**src/rtl/rlm_pkg.sv**
```systemverilog
// shared types and constants for the rms level meter
`timescale 1ns / 1ps

package rlm_pkg;

    localparam int SAMPLE_W    = 12;
    localparam int SQ_W        = 2 * SAMPLE_W;
    localparam int FRAC_SHIFT  = 8;
    localparam int MSQ_W       = 32;
    localparam int RMS_W       = 16;
    localparam int LEVEL_W     = 8;
    localparam int STEP_W      = 16;

    localparam logic [STEP_W-1:0]  STEP_RESET = 16'd16;
    localparam logic [LEVEL_W-1:0] LEVEL_MAX  = 8'd255;
    localparam logic [RMS_W-1:0]   RMS_MAX    = 16'd65520;

    typedef struct packed {
        logic [SAMPLE_W-1:0] sample;
        logic                last;
    } in_word_t;

    typedef struct packed {
        logic [RMS_W-1:0]   rms;
        logic [LEVEL_W-1:0] level;
        logic               overflow;
    } out_word_t;

    typedef struct packed {
        logic acc;
        logic div_step;
        logic sqrt_load;
        logic sqrt_step;
        logic lvl_load;
        logic lvl_step;
        logic out_load;
    } cmd_t;

endpackage

```
**src/rtl/rms_level_meter_unit.sv**
```systemverilog
// top level of the rms level meter
//
//  channel  direction  word        handshake
//  s_       in         in_word_t   s_valid / s_ready
//  m_       out        out_word_t  m_valid / m_ready
//  cfg_     in         level_step  cfg_wr_en, no wait
//
// samples go in one per cycle while s_ready is high, squared and summed into a register
// a last word starts the frame-end sequence: the shift-subtract divider runs one
// bit per cycle over 24 + clog2(MAX_SAMPLES+1) + 8 bits, then the root is loaded
// and stepped, the level division likewise, and then the output register loaded
// s_ready is low during that sequence; the result sits in an output register,
// so the next frame is taken while it waits on m_ready; a second finished frame
// holds s_ready low until that register is taken
// synchronous active-low reset clears the accumulators and sets level_step to 16
`timescale 1ns / 1ps

module rms_level_meter_unit
    import rlm_pkg::*;
#(
    parameter int MAX_SAMPLES = 1024
) (
    input  logic              aclk,
    input  logic              aresetn,
    input  logic              s_valid,
    output logic              s_ready,
    input  in_word_t          s_word,
    output logic              m_valid,
    input  logic              m_ready,
    output out_word_t         m_word,
    input  logic              cfg_wr_en,
    input  logic [STEP_W-1:0] cfg_wr_data
);

    cmd_t cmd;

    rlm_ctrl #(
        .MAX_SAMPLES (MAX_SAMPLES)
    ) u_ctrl (
        .aclk    (aclk),
        .aresetn (aresetn),
        .s_valid (s_valid),
        .s_last  (s_word.last),
        .s_ready (s_ready),
        .m_valid (m_valid),
        .m_ready (m_ready),
        .cmd     (cmd)
    );

    rlm_datapath #(
        .MAX_SAMPLES (MAX_SAMPLES)
    ) u_datapath (
        .aclk        (aclk),
        .aresetn     (aresetn),
        .cmd         (cmd),
        .s_word      (s_word),
        .cfg_wr_en   (cfg_wr_en),
        .cfg_wr_data (cfg_wr_data),
        .m_word      (m_word)
    );

endmodule

```
**src/rtl/rlm_datapath.sv**
```systemverilog
// accumulators, shift-subtract divider, square root and level divider
`timescale 1ns / 1ps

module rlm_datapath
    import rlm_pkg::*;
#(
    parameter int MAX_SAMPLES = 1024
) (
    input  logic                aclk,
    input  logic                aresetn,
    input  cmd_t                cmd,
    input  in_word_t            s_word,
    input  logic                cfg_wr_en,
    input  logic [STEP_W-1:0]   cfg_wr_data,
    output out_word_t           m_word
);

    localparam int CNT_W = $clog2(MAX_SAMPLES + 1);
    localparam int SUM_W = SQ_W + CNT_W;
    localparam int NUM_W = SUM_W + FRAC_SHIFT;
    localparam logic [CNT_W-1:0] CNT_MAX = CNT_W'(MAX_SAMPLES);

    logic [STEP_W-1:0] step_reg;
    logic [SUM_W-1:0]  sum_reg, sum_next;
    logic [CNT_W-1:0]  cnt_reg, cnt_next;
    logic              ovf_reg, ovf_next;
    logic              ovf_hold_reg;
    logic [SQ_W-1:0]   sq;

    // frame divider: numerator shifts out, quotient shifts in
    logic [NUM_W-1:0]  div_q_reg;
    logic [CNT_W-1:0]  div_den_reg;
    logic [CNT_W-1:0]  div_rem_reg, div_rem_next;
    logic [CNT_W:0]    div_trial, div_diff;
    logic              div_ge;

    // square root, two operand bits per step
    logic [MSQ_W-1:0]  sq_op_reg;
    logic [RMS_W+1:0]  sq_rem_reg, sq_rem_next;
    logic [RMS_W-1:0]  root_reg;
    logic [RMS_W+3:0]  sq_trial_rem, sq_trial, sq_diff;
    logic              sq_ge;

    // level divider
    logic [RMS_W-1:0]  lvl_q_reg;
    logic [STEP_W-1:0] lvl_rem_reg, lvl_rem_next;
    logic [STEP_W:0]   lvl_trial, lvl_diff;
    logic              lvl_ge;
    logic [LEVEL_W-1:0] level;

    assign sq = s_word.sample * s_word.sample;

    always_comb begin
        if (cnt_reg < CNT_MAX) begin
            sum_next = sum_reg + SUM_W'(sq);
            cnt_next = cnt_reg + 1'b1;
            ovf_next = ovf_reg;
        end else begin
            sum_next = sum_reg;
            cnt_next = cnt_reg;
            ovf_next = 1'b1;
        end
    end

    assign div_trial = {div_rem_reg, div_q_reg[NUM_W-1]};
    assign div_diff  = div_trial - {1'b0, div_den_reg};
    assign div_ge    = (div_trial >= {1'b0, div_den_reg});
    assign div_rem_next = div_ge ? div_diff[CNT_W-1:0] : div_trial[CNT_W-1:0];

    assign sq_trial_rem = {sq_rem_reg, sq_op_reg[MSQ_W-1:MSQ_W-2]};
    assign sq_trial     = {2'b00, root_reg, 2'b01};
    assign sq_diff      = sq_trial_rem - sq_trial;
    assign sq_ge        = (sq_trial_rem >= sq_trial);
    assign sq_rem_next  = sq_ge ? sq_diff[RMS_W+1:0] : sq_trial_rem[RMS_W+1:0];

    assign lvl_trial = {lvl_rem_reg, lvl_q_reg[RMS_W-1]};
    assign lvl_diff  = lvl_trial - {1'b0, step_reg};
    assign lvl_ge    = (lvl_trial >= {1'b0, step_reg});
    assign lvl_rem_next = lvl_ge ? lvl_diff[STEP_W-1:0] : lvl_trial[STEP_W-1:0];

    // a zero step gives an all-ones quotient, which saturates as required
    always_comb begin
        if (root_reg == '0) begin
            level = '0;
        end else if (lvl_q_reg > RMS_W'(LEVEL_MAX)) begin
            level = LEVEL_MAX;
        end else begin
            level = lvl_q_reg[LEVEL_W-1:0];
        end
    end

    always_ff @(posedge aclk) begin
        if (!aresetn) begin
            step_reg <= STEP_RESET;
            sum_reg  <= '0;
            cnt_reg  <= '0;
            ovf_reg  <= 1'b0;
        end else begin
            if (cfg_wr_en) begin
                step_reg <= cfg_wr_data;
            end
            if (cmd.acc) begin
                if (s_word.last) begin
                    sum_reg <= '0;
                    cnt_reg <= '0;
                    ovf_reg <= 1'b0;
                end else begin
                    sum_reg <= sum_next;
                    cnt_reg <= cnt_next;
                    ovf_reg <= ovf_next;
                end
            end
        end
    end

    always_ff @(posedge aclk) begin
        if (cmd.acc && s_word.last) begin
            div_q_reg    <= {sum_next, FRAC_SHIFT'(0)};
            div_den_reg  <= cnt_next;
            div_rem_reg  <= '0;
            ovf_hold_reg <= ovf_next;
        end else if (cmd.div_step) begin
            div_q_reg   <= {div_q_reg[NUM_W-2:0], div_ge};
            div_rem_reg <= div_rem_next;
        end

        if (cmd.sqrt_load) begin
            sq_op_reg  <= div_q_reg[MSQ_W-1:0];
            sq_rem_reg <= '0;
            root_reg   <= '0;
        end else if (cmd.sqrt_step) begin
            sq_op_reg  <= {sq_op_reg[MSQ_W-3:0], 2'b00};
            sq_rem_reg <= sq_rem_next;
            root_reg   <= {root_reg[RMS_W-2:0], sq_ge};
        end

        if (cmd.lvl_load) begin
            lvl_q_reg   <= root_reg - 1'b1;
            lvl_rem_reg <= '0;
        end else if (cmd.lvl_step) begin
            lvl_q_reg   <= {lvl_q_reg[RMS_W-2:0], lvl_ge};
            lvl_rem_reg <= lvl_rem_next;
        end

        if (cmd.out_load) begin
            m_word.rms      <= root_reg;
            m_word.level    <= level;
            m_word.overflow <= ovf_hold_reg;
        end
    end

endmodule

```
**src/rtl/rlm_ctrl.sv**
```systemverilog
// sequencer for sample intake and the end-of-frame divide, root and level passes
`timescale 1ns / 1ps

module rlm_ctrl
    import rlm_pkg::*;
#(
    parameter int MAX_SAMPLES = 1024
) (
    input  logic aclk,
    input  logic aresetn,
    input  logic s_valid,
    input  logic s_last,
    output logic s_ready,
    output logic m_valid,
    input  logic m_ready,
    output cmd_t cmd
);

    localparam int CNT_W  = $clog2(MAX_SAMPLES + 1);
    localparam int NUM_W  = SQ_W + CNT_W + FRAC_SHIFT;
    localparam int ITER_W = $clog2(NUM_W);
    localparam logic [ITER_W-1:0] DIV_LAST  = ITER_W'(NUM_W - 1);
    localparam logic [ITER_W-1:0] ROOT_LAST = ITER_W'(RMS_W - 1);
    localparam logic [ITER_W-1:0] LVL_LAST  = ITER_W'(RMS_W - 1);

    localparam logic [2:0] ST_ACC  = 3'd0;
    localparam logic [2:0] ST_DIV  = 3'd1;
    localparam logic [2:0] ST_SQLD = 3'd2;
    localparam logic [2:0] ST_SQRT = 3'd3;
    localparam logic [2:0] ST_LVLD = 3'd4;
    localparam logic [2:0] ST_LVL  = 3'd5;
    localparam logic [2:0] ST_DONE = 3'd6;

    logic [2:0]        state_reg, state_next;
    logic [ITER_W-1:0] iter_reg, iter_next;
    logic              m_valid_reg, m_valid_next;
    logic              out_free;

    assign s_ready  = (state_reg == ST_ACC);
    assign m_valid  = m_valid_reg;
    assign out_free = !m_valid_reg || m_ready;

    always_comb begin
        state_next   = state_reg;
        iter_next    = iter_reg;
        m_valid_next = m_valid_reg && !m_ready;
        cmd          = '0;
        case (state_reg)
            ST_ACC: begin
                cmd.acc = s_valid;
                if (s_valid && s_last) begin
                    state_next = ST_DIV;
                    iter_next  = '0;
                end
            end
            ST_DIV: begin
                cmd.div_step = 1'b1;
                iter_next    = iter_reg + 1'b1;
                if (iter_reg == DIV_LAST) begin
                    state_next = ST_SQLD;
                end
            end
            ST_SQLD: begin
                cmd.sqrt_load = 1'b1;
                iter_next     = '0;
                state_next    = ST_SQRT;
            end
            ST_SQRT: begin
                cmd.sqrt_step = 1'b1;
                iter_next     = iter_reg + 1'b1;
                if (iter_reg == ROOT_LAST) begin
                    state_next = ST_LVLD;
                end
            end
            ST_LVLD: begin
                cmd.lvl_load = 1'b1;
                iter_next    = '0;
                state_next   = ST_LVL;
            end
            ST_LVL: begin
                cmd.lvl_step = 1'b1;
                iter_next    = iter_reg + 1'b1;
                if (iter_reg == LVL_LAST) begin
                    state_next = ST_DONE;
                end
            end
            ST_DONE: begin
                // hold the finished word until the output register frees up
                if (out_free) begin
                    cmd.out_load = 1'b1;
                    m_valid_next = 1'b1;
                    state_next   = ST_ACC;
                end
            end
            default: begin
                state_next = ST_ACC;
            end
        endcase
    end

    always_ff @(posedge aclk) begin
        if (!aresetn) begin
            state_reg   <= ST_ACC;
            iter_reg    <= '0;
            m_valid_reg <= 1'b0;
        end else begin
            state_reg   <= state_next;
            iter_reg    <= iter_next;
            m_valid_reg <= m_valid_next;
        end
    end

endmodule

```
**config.mk**
```make
export PLATFORM = sky130hd
export DESIGN_NAME = rms_level_meter_unit
export DESIGN_NICKNAME = d
export VERILOG_FILES = /design/src/rtl/rlm_pkg.sv /design/src/rtl/rms_level_meter_unit.sv /design/src/rtl/rlm_datapath.sv /design/src/rtl/rlm_ctrl.sv
export SDC_FILE = /design/constraint.sdc
export NUM_CORES = 1
export LEC_CHECK = 0
export ABC_CLOCK_PERIOD_IN_PS = 6460
export CAP_MARGIN = 0
export CORE_ASPECT_RATIO = 1.75
export CORE_UTILIZATION = 41
export DETAILED_ROUTE_END_ITERATION = 10
export DONT_BUFFER_PORTS = 1
export GPL_ROUTABILITY_DRIVEN = 0
export PLACE_DENSITY = 0.57
export SYNTH_ARGS = -nofsm -noshare
export SYNTH_HDL_FRONTEND = slang
export SYNTH_HIERARCHICAL = 1
export SYNTH_SLANG_ARGS = --single-unit
```
**constraint.sdc**
```tcl
create_clock -name aclk -period 6.46 [get_ports aclk]
set_input_delay 0.323 -clock aclk [delete_from_list [all_inputs] [get_ports aclk]]
set_output_delay 0.323 -clock aclk [all_outputs]
set_load 0.005 [all_outputs]
```
# == Word level (Yosys, flattened, before mapping) ==
# Cells that the tools add are included.
# totals
ram_bits,0
ff_bits,262
memories,0
word_cells,96
out_inout_bits,27
latch_bits,0
romBits,0
inputBits,34
# op_classes
n_eq_ne,13
magnitude_cmp,5
n_addsub,7
mul,1
mux,34
n_reduce_logical,16
div_mod_pow,0
n_bitwise,0
n_shift,0
# ops
cell,count
43-bit 2-to-1 mux,2
35-bit 2-to-1 mux,2
32-bit 2-to-1 mux,2
16-bit 2-to-1 mux,3
35-bit by 24-bit adder with 35-bit output,1
11-bit 2-to-1 mux,3
12-bit by 12-bit multiplier with 24-bit output,1
3-bit one-hot mux with 7 select lines,1
20-bit by 18-bit greater-or-equal comparator with 1-bit output,1
18-bit 2-to-1 mux,1
6-bit one-hot mux with 3 select lines,1
18-bit subtractor,1
17-bit by 16-bit greater-or-equal comparator with 1-bit output,1
"16-bit by 8-bit > comparator with 1-bit output, second input constant",1
16-bit zero test,1
"16-bit by 1-bit subtractor with 16-bit output, second input constant",1
16-bit subtractor,1
3-bit 2-to-1 mux,5
12-bit by 11-bit greater-or-equal comparator with 1-bit output,1
1-bit 2-to-1 mux,12
"11-bit by 1-bit adder with 11-bit output, second input constant",1
"11-bit less-than comparator, second input constant",1
11-bit subtractor,1
"2-bit by 1-bit != test with 1-bit output, second input constant",5
18 further kinds,26

# == Longest topological paths before layout ==
# Gate-level depths: netlist of the first run.
# depth
word_depth,4
depth_mapped,23
ltp_nobuf,21

# == Modules after synthesis ==
# Netlist of the first run, hierarchy kept.
# modules_own_cells
module,seq_area_each_um2,area_per_inst_um2,cells_per_inst,instances
rlm_datapath,6246.0,17799.6,1887,1
rlm_ctrl,200.2,701.9,81,1

# == Worst setup path after synthesis of the first run ==
# OpenSTA, ideal clock, no wires.
# synth_path
kind,in2reg
startpoint,input s_word[4] (netlist name)
endpoint,register u_datapath.sum_reg[31]
cell_stages,21
setup_time_ns,0.076
n_path_buf,1
t_arrival_ns,5.482
required_time_ns,6.384
path_slack_ns,0.903
cell_sequence,clkbuf_1 > nand2_1 > inv_1 > fa_1 > fa_1 > inv_1 > fa_1 > inv_1 > fa_1 > inv_1 > fa_1 > inv_1 > ha_1 > and4_1 > nor3b_1 > o21ai_0 > a21oi_1 > a31o_2 > a2111oi_2 > o21ai_0 > a21boi_0
# synth_via
elab_chain_len,4
# synth_rtl
element,line_no,rtl
"start, declared",rms_level_meter_unit.sv:27,"input in_word_t s_word,"
12-bit by 12-bit multiplier with 24-bit output,rlm_datapath.sv:51,assign sq = s_word.sample * s_word.sample;
35-bit by 24-bit adder with 35-bit output,rlm_datapath.sv:55,sum_next = sum_reg + SUM_W'(sq);
35-bit 2-to-1 mux,rlm_datapath.sv:54,if (cnt_reg < CNT_MAX) begin
35-bit 2-to-1 mux,rlm_datapath.sv:103,if (s_word.last) begin
"end signal, assigned",rlm_datapath.sv:108,sum_reg <= sum_next;
"end, declared",rlm_datapath.sv:24,"logic [SUM_W-1:0] sum_reg, sum_next;"
# Every way passes these cells.
# A chain may end at the register's enable or synchronous reset.

# == Final worst setup path of the first run ==
# layout_path
startpoint,input s_word[2] (netlist name)
endpoint,"register u_datapath.div_q_reg[42], data pin"
# layout_via
elab_chain_len,4
# layout_rtl
element,line_no,rtl
12-bit by 12-bit multiplier with 24-bit output,rlm_datapath.sv:51,
35-bit by 24-bit adder with 35-bit output,rlm_datapath.sv:55,
35-bit 2-to-1 mux,rlm_datapath.sv:54,
43-bit 2-to-1 mux,rlm_datapath.sv:117,if (cmd.acc && s_word.last) begin
"end signal, assigned",rlm_datapath.sv:118,"div_q_reg <= {sum_next, FRAC_SHIFT'(0)};"
"end signal, assigned",rlm_datapath.sv:123,"div_q_reg <= {div_q_reg[NUM_W-2:0], div_ge};"
"end, declared",rlm_datapath.sv:31,logic [NUM_W-1:0] div_q_reg;
# Every way passes these cells.

==> impl_metrics.ini, run 1 <==
[critical_path]
cp_slowest_cell = fa_1
path_common_cell = fa_1
reg2reg_to = u_datapath/div_q_reg[42]
worst-path-stages = 20
reg2reg_depth = 18
critPathArrivalTime_ns = 5.89
reg2reg_from = u_datapath/sum_reg[7]
cpPeakStageDelay_ns = 0.54
worst-path-buf-inv = 5
cp-end-kind = flip-flop
timing.critical_path.fanout_max = 12
startpoint = s_word[2]
r2r_slack_ns = 0.95
path_class = input port to flip-flop
crit_path_end = u_datapath/div_q_reg[42]
critical-path-top-delay-family = adder cells
crit_required_ns = 6.72
crit_path_start_kind = input port
path_cells = and2_1 > fa_1 > inv_1 > fa_1 > inv_1 > fa_1 > inv_1 > fa_1 > fa_1 > inv_1 > ha_1 > o21ai_0 > a22oi_1 > nand2_1 > o22a_1 > o311ai_2 > buf_4 > and4b_1 > xnor2_1 > o21ai_0

[clocking]
cts_tree = yes
cts.sinks = 262
cts_buffers = 24
clkTransAtPathRegs_ns = 0.07
cts_buffer_depth = 3
root_buffer = clkbuf_16
clk_latency_ns = 0.54
htreeDepth = 1
cts.repair.resized = 0

[grt]
grt_pass1_vias = 14326
grt-ovfl-total = 0
grt_max_degree = 70
grtUsageTotal = 0.191
grt_antenna_before_repair = 0
grt_pass1_wl_um = 71400

[power]
p_leak_uw = 0.00846
power_density_nw_per_um2 = 363
vdd_drop_max_uv = 297

[synthesis]
synth_flop_cell = dfxtp_1
syn_area_um2 = 18500
synthCells = 1968
synth_nets = 2221
synth_area_leaders = edfxtp_1 19%, dfxtp_1 15%, fa_1 11%
yosys_warnings = 6
synthArstFlopShare = 0
synth_edf_count = 120
ys_seq_elements = 262
synth_top_area_share = 0.195
avgSynthCellArea_um2 = 9.40
synth_cell_types = 80
synth_largest_area_cell = edfxtp_1
yosysSeqAreaShare = 0.348

[layout]
drive_gt1_frac = 0.0639
nNetsFinal = 2191
largest_reg_flops = 43
fillerInstances = 4325
fin_cells = 2527
antenna_cells = 0
syn2layout_area_growth_pct = 8.14

[routing]
routed_wl_um = 42900
drt-initial-drc-count = 548
drc = 0
drtPass1Iterations = 5
vias = 13594
antenna_left = 0
wire_per_inst_um = 17.0
vias_per_cell = 5.38

[sta]
max-slew-margin-rel = 0.248
setup-violations-final = 0
tightest_slew_ns = 1.10
min_period_over_period = 0.872
rsz0062_at_grt = false
min_period_ns = 5.63
hold_viol_final = 0
fin_tns_setup_ns = 0
slew_violations = 0
skew_ns = 0.0197
fmax_mhz = 178
worst_slack_ns = 0.829

[floorplan]
die_y_um = 283
core_area_um2 = 44400
start_util = 0.417
dieArea_um2 = 46000
num_rows = 102
ios = 61
die_w_um = 163

[placed_design]
portBuffers = 0
detailed_place_hpwl_um = 32500
place_ws_ns = 0.330
dp_cells = 2466

[min_path]
worstHoldPathType = input port to flip-flop

[run]
cap_viol_max_count = 0

[status]
status = finished clean
-- synthesized netlist by cell type (7+ instances only) --
cell / n
fa_1: 102
o31ai_1: 12
nor4_1: 7
a21o_1: 33
mux2_2: 33
o21ai_0: 100
nand3b_1: 8
a311oi_1: 15
xnor2_1: 55
o22ai_1: 9
a31oi_1: 19
ha_1: 117
o311ai_0: 7
nor2_1: 126
inv_1: 253
nand2b_1: 15
nor3_1: 22
nor2b_1: 67
edfxtp_1: 120
a211oi_1: 20
and3_1: 13
nand3_1: 72
or3_1: 7
dfxtp_1: 142
clkbuf_1: 73
a21oi_1: 75
xor2_1: 26
o211ai_1: 14
nand4_1: 14
buf_1: 9
a22oi_1: 13
and2_1: 50
o21bai_1: 7
nand2_1: 136
o21a_1: 27
mux2i_1: 63
-- per-layer routing --
layer | wire length, um | vias to the layer above | share of wire | track usage
met4 | 1950 | 0 | 0.045 | 0.0897
met2 | 23400 | 204 | 0.54 | 0.368
met1 | 16600 | 6599 | 0.39 | 0.205
li1 | - | 6707 | - | -
met3 | 959 | 84 | 0.022 | 0.0139
met5 | 0 | - | 0 | 0
-- worst min path at each step --
| stage | slack, ns | end | from | cells past startpoint |
|---|---|---|---|---|
| after floorplan | 0.40 | u_datapath/m_word[0] | u_datapath/ovf_hold_reg | 0 |
| after global placement | 0.45 | u_datapath/ovf_reg | u_datapath/ovf_reg | 2 |
| after detailed placement | 0.46 | u_datapath/sum_reg[29] | aresetn | 1 |
| after CTS | 0.05 | u_datapath/sum_reg[26] | s_word[0] | 3 |
| after global routing | 0.08 | u_ctrl/m_valid | m_ready | 2 |
| final | 0.08 | u_ctrl/m_valid | m_ready | 2 |
-- area by class of cell --
| type | count | area, um^2 | area share |
|---|---|---|---|
| clock inverters | 14 | 138 | 0.00688 |
| repair buffers | 34 | 318 | 0.0159 |
| multi-input cells | 1363 | 10800 | 0.539 |
| inverters | 253 | 950 | 0.0475 |
| flip-flops and latches | 262 | 6450 | 0.322 |
| well taps | 572 | 716 | 0.0358 |
| clock buffers | 29 | 661 | 0.0330 |
-- cell families (layout without fill, tap and decap cells) --
family                   after synthesis  count (layout)  share of synthesized area
buffers and inverters                343             330                     0.0708
multiplexers                          96              96                     0.0542
AND/OR/NAND/NOR                      569             569                      0.155
flip-flops                           262             262                      0.348
AO/OA/AOI/OAI                        398             398                      0.144
adder cells (fa/ha/maj)              219             219                      0.189
XOR/XNOR                              81              81                     0.0383
-- power by group --
part | switching [uW] | internal [uW] | leakage (uW)
sequential | 115 | 1940 | 0.00236
combinational | 2290 | 1470 | 0.00572
clock | 645 | 814 | 0.000386
-- worst reg2reg max path, delay by kind of cell, from the launching register on --
family | cells | cell delay, ns
xor+xnor | 1 | 0.13
simple gates | 2 | 0.46
fa+ha+maj | 5 | 2.34
compound gates | 5 | 1.55
buf+inv | 5 | 0.46
flops | 1 | 0.31
-- timing repair --
action,4_1_cts,5_1_grt
buffers inserted,0,0
hold endpoints to repair,68,0
hold buffers,18,0
-- stage by stage --
stage | hold slack [ns] | area, um^2 | utilization | total power (uW)
2_1_floorplan | 0.400 | 18500 | - | 4960
3_3_place_gp | 0.449 | 19000 | 0.428 | 5750
3_5_place_dp | 0.456 | 19000 | 0.428 | 5830
4_1_cts | 0.0517 | 20000 | 0.450 | 7340
5_1_grt | 0.0775 | 20000 | 0.450 | 7930
6_report | 0.0806 | 20000 | 0.450 | 7270
-- cells in the final DEF (no fill, tap or decap), types with 14 or more instances in the layout --
cell type,instances
nand2_1,135
clkbuf_16,25
o21ai_0,100
a21o_1,33
o211ai_1,14
a21oi_1,75
buf_4,16
mux2_2,33
mux2i_1,63
dfxtp_1,142
nor2_1,126
ha_1,117
a31oi_1,18
nand4_1,14
a311oi_1,15
edfxtp_1,120
xnor2_1,55
xor2_1,26
nand3_1,72
nor2b_1,67
fa_1,102
inv_1,253
a211oi_1,20
o21a_1,27
nand2b_1,15
nor3_1,21
dlygate4sd3_1,17
and2_1,50
Note: power is estimated with default switching activity, not from simulation.
==> run 2: changes to the inputs <==
--- a/config.mk
+++ b/config.mk
@@ -8,11 +8,11 @@
 export ABC_CLOCK_PERIOD_IN_PS = 6460
 export CAP_MARGIN = 0
 export CORE_ASPECT_RATIO = 1.75
+export CORE_MARGIN = 10
 export CORE_UTILIZATION = 41
 export DETAILED_ROUTE_END_ITERATION = 10
 export DONT_BUFFER_PORTS = 1
 export GPL_ROUTABILITY_DRIVEN = 0
-export PLACE_DENSITY = 0.57
 export SYNTH_ARGS = -nofsm -noshare
 export SYNTH_HDL_FRONTEND = slang
 export SYNTH_HIERARCHICAL = 1
==> impl_metrics.ini, run 2 (synthesis results as in run 1) <==
[status]
status = finished clean

[routing]
wire_per_inst_um = 17.0
drt-initial-drc-count = 735
routed_wl_um = 42900
drc = 0
antenna_left = 0
vias_per_cell = 5.40
vias = 13647
drtPass1Iterations = 5

[power]
power_density_nw_per_um2 = 360
p_leak_uw = 0.00844
vdd_drop_max_uv = 262

[sta]
rsz0062_at_grt = false
max-slew-margin-rel = 0.204
min_period_over_period = 0.853
min_period_ns = 5.51
fmax_mhz = 181
slew_violations = 0
setup-violations-final = 0
skew_ns = 0.0348
hold_viol_final = 0
fin_tns_setup_ns = 0
tightest_slew_ns = 1.16

[layout]
drive_gt1_frac = 0.0613
syn2layout_area_growth_pct = 7.98
layout_common_cells = 253 x inv_1, 142 x dfxtp_1, 135 x nand2_1
nNetsFinal = 2191
antenna_cells = 0
largest_reg_flops = 43
final_common_cell = inv_1
fin_area_um2 = 20000
final_core_util = 0.450

[floorplan]
die_y_um = 301
core_area_um2 = 44400
ios = 61
dieArea_um2 = 54400
die_w_um = 181
num_rows = 102
start_util = 0.417

[grt]
grt-ovfl-total = 0
grtUsageTotal = 0.154
grt_antenna_before_repair = 0
grt_pass1_wl_um = 70900
grt_pass1_vias = 14284
grt_max_degree = 71

[placed_design]
place_area_um2 = 19000
detailed_place_hpwl_um = 32200
portBuffers = 0

[critical_path]
timing.critical_path.fanout_max = 13
critPathArrivalTime_ns = 5.97
path_class = input port to flip-flop
startpoint = s_word[3]
crit_path_start_kind = input port
cpPeakStageDelay_ns = 0.59
cp_slowest_cell = a2111oi_2
crit_required_ns = 6.92
reg2reg_from = u_datapath/sum_reg[10]
cp-end-kind = flip-flop
path_cells = and2_1 > fa_1 > fa_1 > inv_1 > fa_1 > inv_1 > fa_1 > inv_1 > fa_1 > inv_1 > ha_1 > and4_1 > nor3b_1 > o21ai_0 > a21oi_1 > a31o_2 > a2111oi_2 > buf_4 > o21ai_0 > a21boi_0
path_common_cell = fa_1

[clocking]
cts_buffer_depth = 3
root_buffer = clkbuf_16
htreeDepth = 1
cts_tree = yes
clkTransAtPathRegs_ns = 0.07
cts_buffers = 24
cts_setup_buffers = 0
cts.sinks = 262
clk_latency_ns = 0.56

[min_path]
holdCritStartpoint = m_ready
worstHoldPathType = input port to flip-flop

[run]
cap_viol_max_count = 0
==> run 2: changes by cell type in the layout (fill, tap and decap cells not counted), sizes merged <==
cell	previous run	this run
clkinv	7	10
clkinvlp	4	3
inv	254	253
==> run 2: per-stage QoR <==
step	setup slack (ns)	hold WS, ns	power [uW]	std cells
2_1_floorplan	0.903	0.400	4960	1968
3_3_place_gp	0.529	0.439	5720	2466
3_5_place_dp	0.427	0.455	5790	2466
4_1_cts	0.970	0.0418	7260	2528
5_1_grt	0.684	0.0604	7880	2528
6_report	0.947	0.0717	7200	2528
==> run 2: metal layers <==
| metal | share of wire | global-route usage | wire length (um) |
|---|---|---|---|
| met5 | 0 | 0 | 0 |
| met4 | 0.028 | 0.0537 | 1200 |
| met3 | 0.027 | 0.0158 | 1150 |
| met2 | 0.55 | 0.307 | 23500 |
| met1 | 0.40 | 0.161 | 17000 |
==> run 2: final timing paths <==
kind | to | slack [ns] | cells past startpoint
worst max register to register | u_datapath/sum_reg[31] | 1.06 | 18
worst max-delay path | u_datapath/sum_reg[31] | 0.95 | 20
worst min register to register | u_datapath/ovf_reg | 0.47 | 2
worst min-delay path | u_ctrl/m_valid | 0.07 | 2
==> run 2: critical path: cells and delay by family <==
family / cells / cell delay, ns
fa+ha+maj: 6 / 2.89
compound gates: 6 / 1.68
buf+inv: 5 / 0.45
simple gates: 3 / 0.63
==> run 2: repair_timing <==
action	4_1_cts	5_1_grt
resized for setup	0	0
hold buffers	18	0
endpoints found under the hold margin	68	0
==> run 2: cell type report <==
cell class | instances | area (um^2)
repair buffers | 34 | 318
fillers | 4269 | 24400
flip-flops and latches | 262 | 6450
multi-input cells | 1363 | 10800
clock inverters | 15 | 140
clock buffers | 29 | 629
well taps | 572 | 716
inverters | 253 | 950
==> run 2: power breakdown <==
part	internal (uW)	switching, uW
clock	779	648
sequential	1940	117
combinational	1470	2250
total	4190	3010
==> run 3: changes to the inputs <==
--- a/config.mk
+++ b/config.mk
@@ -13,7 +13,7 @@
 export DETAILED_ROUTE_END_ITERATION = 10
 export DONT_BUFFER_PORTS = 1
 export GPL_ROUTABILITY_DRIVEN = 0
+export HOLD_SLACK_MARGIN = 0.05
 export SYNTH_ARGS = -nofsm -noshare
 export SYNTH_HDL_FRONTEND = slang
-export SYNTH_HIERARCHICAL = 1
 export SYNTH_SLANG_ARGS = --single-unit
==> impl_metrics.ini, run 3 <==
[layout]
multiInputGateArea_um2 = 10700
layout_common_cells = 257 x inv_1, 198 x nand2_1, 141 x dfxtp_1
drive_gt1_frac = 0.0565
final_common_cell = inv_1
nNetsFinal = 2251
syn2layout_area_growth_pct = 9.26
antenna_cells = 0
fillerInstances = 4284
register_area_um2 = 6450
largest_reg_flops = 43

[critical_path]
worst-path-buf-inv = 5
critical-path-top-delay-family = adder cells
r2r_slack_ns = 1.48
cpPeakStageDelay_ns = 0.54
critPathArrivalTime_ns = 5.56
timing.critical_path.fanout_max = 12
reg2reg_to = u_datapath.div_q_reg[29]
crit_path_start_kind = input port
cp-end-kind = flip-flop
crit_path_end = u_datapath.div_q_reg[31]
cp_slowest_cell = fa_1
reg2reg_from = u_datapath.sum_reg[10]
crit_required_ns = 6.74
path_cells = inv_1 > nor2_1 > fa_1 > fa_1 > inv_1 > fa_1 > inv_1 > fa_1 > inv_1 > fa_1 > inv_1 > ha_1 > a21o_1 > a21o_1 > a221oi_1 > nand2_1 > a21oi_1 > mux2i_1 > nand2_1
worst-path-stages = 19
path_class = input port to flip-flop
startpoint = s_word[10]
reg2reg_depth = 16

[sta]
fin_tns_setup_ns = 0
min_period_ns = 5.28
rsz0062_at_grt = false
fmax_mhz = 189
setup-violations-final = 0
tightest_slew_ns = 1.11
hold_ws_ns = 0.0805
min_period_over_period = 0.818
skew_ns = 0.0158
hold_viol_final = 0
slew_violations = 0
worst_slack_ns = 1.18
max-slew-margin-rel = 0.259

[placed_design]
place_ws_ns = 0.627
detailed_place_hpwl_um = 34100
portBuffers = 0

[floorplan]
dieArea_um2 = 54200
core_area_um2 = 44400
die_y_um = 301
ios = 61
num_rows = 102
start_util = 0.415
die_w_um = 180

[synthesis]
synthAdderAreaFrac = 0.190
synth_area_leaders = edfxtp_1 20%, dfxtp_1 15%, fa_1 11%
yosysSeqAreaShare = 0.350
yosys_warnings = 0
synth_top_family_by_area = adder cells
syn_area_um2 = 18400
yosysMostFrequentCell = inv_1
synthCells = 2003
synth_nets = 2256
synth_top_area_share = 0.195
synth_largest_area_cell = edfxtp_1
synth_edf_count = 120
synth_simple_gate_area_share = 0.159
synth_common_cells = 258 x inv_1, 198 x nand2_1, 142 x dfxtp_1, 121 x nor2_1, 120 x edfxtp_1
ys_seq_elements = 262
synth_cell_types = 80
synth_xor_area_frac = 0.0375
synth.mux.area_fraction = 0.0463
synth_flop_cell = dfxtp_1
avgSynthCellArea_um2 = 9.21
synth_compound_area_frac = 0.146
synthArstFlopShare = 0

[power]
power_uw = 9110
p_leak_uw = 0.00847
net-switching-power_uw = 4040
vdd_drop_max_uv = 271
pwr-share-clk = 0.166
combPwrFrac = 0.585
p_seq_frac = 0.249
p_int_uw = 5080
p_sw_frac = 0.443
power_density_nw_per_um2 = 452

[grt]
grt-ovfl-total = 0
grtUsageTotal = 0.163
grt_pass1_vias = 14473
grt_max_degree = 72
grt_antenna_before_repair = 0
grt_pass1_wl_um = 74100

[clocking]
cts.repair.resized = 0
cts.sinks = 262
htreeDepth = 1
cts_setup_buffers = 0
cts_tree = yes
clk_latency_ns = 0.54
cts_buffers = 25
holdBufCountCts = 34
cts_buffer_depth = 3
root_buffer = clkbuf_16
clkTransAtPathRegs_ns = 0.07

[routing]
drtPass1Iterations = 6
vias = 13974
antenna_left = 0
wire_per_inst_um = 17.3
routed_wl_um = 44700
drc = 0
vias_per_cell = 5.40
drt-initial-drc-count = 668

[min_path]
worstHoldPathType = input port to flip-flop

[run]
cap_viol_max_count = 0

[status]
status = finished clean
## run 3: cell types whose count changed in the layout (fill, tap and decap cells not counted), moves of 10 or more
| cell | previous run | this run |
|---|---|---|
| nand2_1 | 135 | 198 |
| o21ai_1 | 3 | 51 |
| nor2b_1 | 67 | 44 |
| nand3_1 | 72 | 53 |
| o21ai_0 | 100 | 83 |
| a22o_1 | 0 | 16 |
| dlygate4sd3_1 | 17 | 33 |
| mux2i_1 | 63 | 47 |
| a311oi_1 | 15 | 1 |
| o21a_1 | 27 | 14 |
| nor3_1 | 21 | 31 |
## run 3: power groups by stage
| stage | logic (uW) | registers, uW | clock network, uW |
|---|---|---|---|
| floorplan | 4150 | 2220 | 0 |
| global placement | 5190 | 2300 | 0 |
| detailed placement | 5290 | 2310 | 0 |
| CTS | 5340 | 2270 | 1550 |
| global route | 6050 | 2310 | 1600 |
| finish | 5330 | 2270 | 1510 |
## run 3: how the worst min path moves through the flow
stage	start	endpoint	depth (start not counted)
2_1_floorplan	u_datapath.ovf_hold_reg	u_datapath.m_word[0]	0
6_report	s_word[0]	u_datapath.cnt_reg[2]	3
3_3_place_gp	u_datapath.div_rem_reg[10]	u_datapath.div_rem_reg[10]	2
5_1_grt	s_word[0]	u_datapath.cnt_reg[2]	3
4_1_cts	s_word[0]	u_datapath.cnt_reg[2]	3
3_5_place_dp	aresetn	u_datapath.step_reg[4]	1
## run 3: per-stage QoR
step / utilization / cells / cell area (um^2)
5_1_grt: 0.454 / 2588 / 20100
4_1_cts: 0.454 / 2588 / 20100
6_report: 0.454 / 2588 / 20100
3_5_place_dp: 0.427 / 2509 / 19000
3_3_place_gp: 0.427 / 2509 / 19000
2_1_floorplan: - / 2003 / 18400
## run 3: cell families (layout without fill, tap and decap cells)
| group | after synthesis | count (layout) |
|---|---|---|
| AO/OA/AOI/OAI | 417 | 417 |
| XOR/XNOR | 79 | 79 |
| adder cells (fa/ha/maj) | 219 | 219 |
| buffers and inverters | 342 | 355 |
| flip-flops | 262 | 262 |
| multiplexers | 81 | 81 |
| AND/OR/NAND/NOR | 603 | 603 |
## run 3: tightest hold or removal path: cells and delay by family
kind | cells | cell delay (ns)
and+or+nand+nor | 2 | 0.18
AOI/OAI and AO/OA | 1 | 0.06
## run 3: final cells by class
cell class | count | share of cell area
multi-input cells | 1399 | 0.532
flip-flops and latches | 262 | 0.320
inverters | 259 | 0.0483
well taps | 572 | 0.0355
clock buffers | 33 | 0.0340
repair buffers | 51 | 0.0237
clock inverters | 12 | 0.00665
## run 3: metal layers
metal | GRT usage | up-vias | share of wire
li1 | - | 6872 | -
met5 | 0 | - | 0
met1 | 0.170 | 6706 | 0.38
met4 | 0.0711 | 0 | 0.041
met3 | 0.0179 | 103 | 0.036
met2 | 0.318 | 293 | 0.54
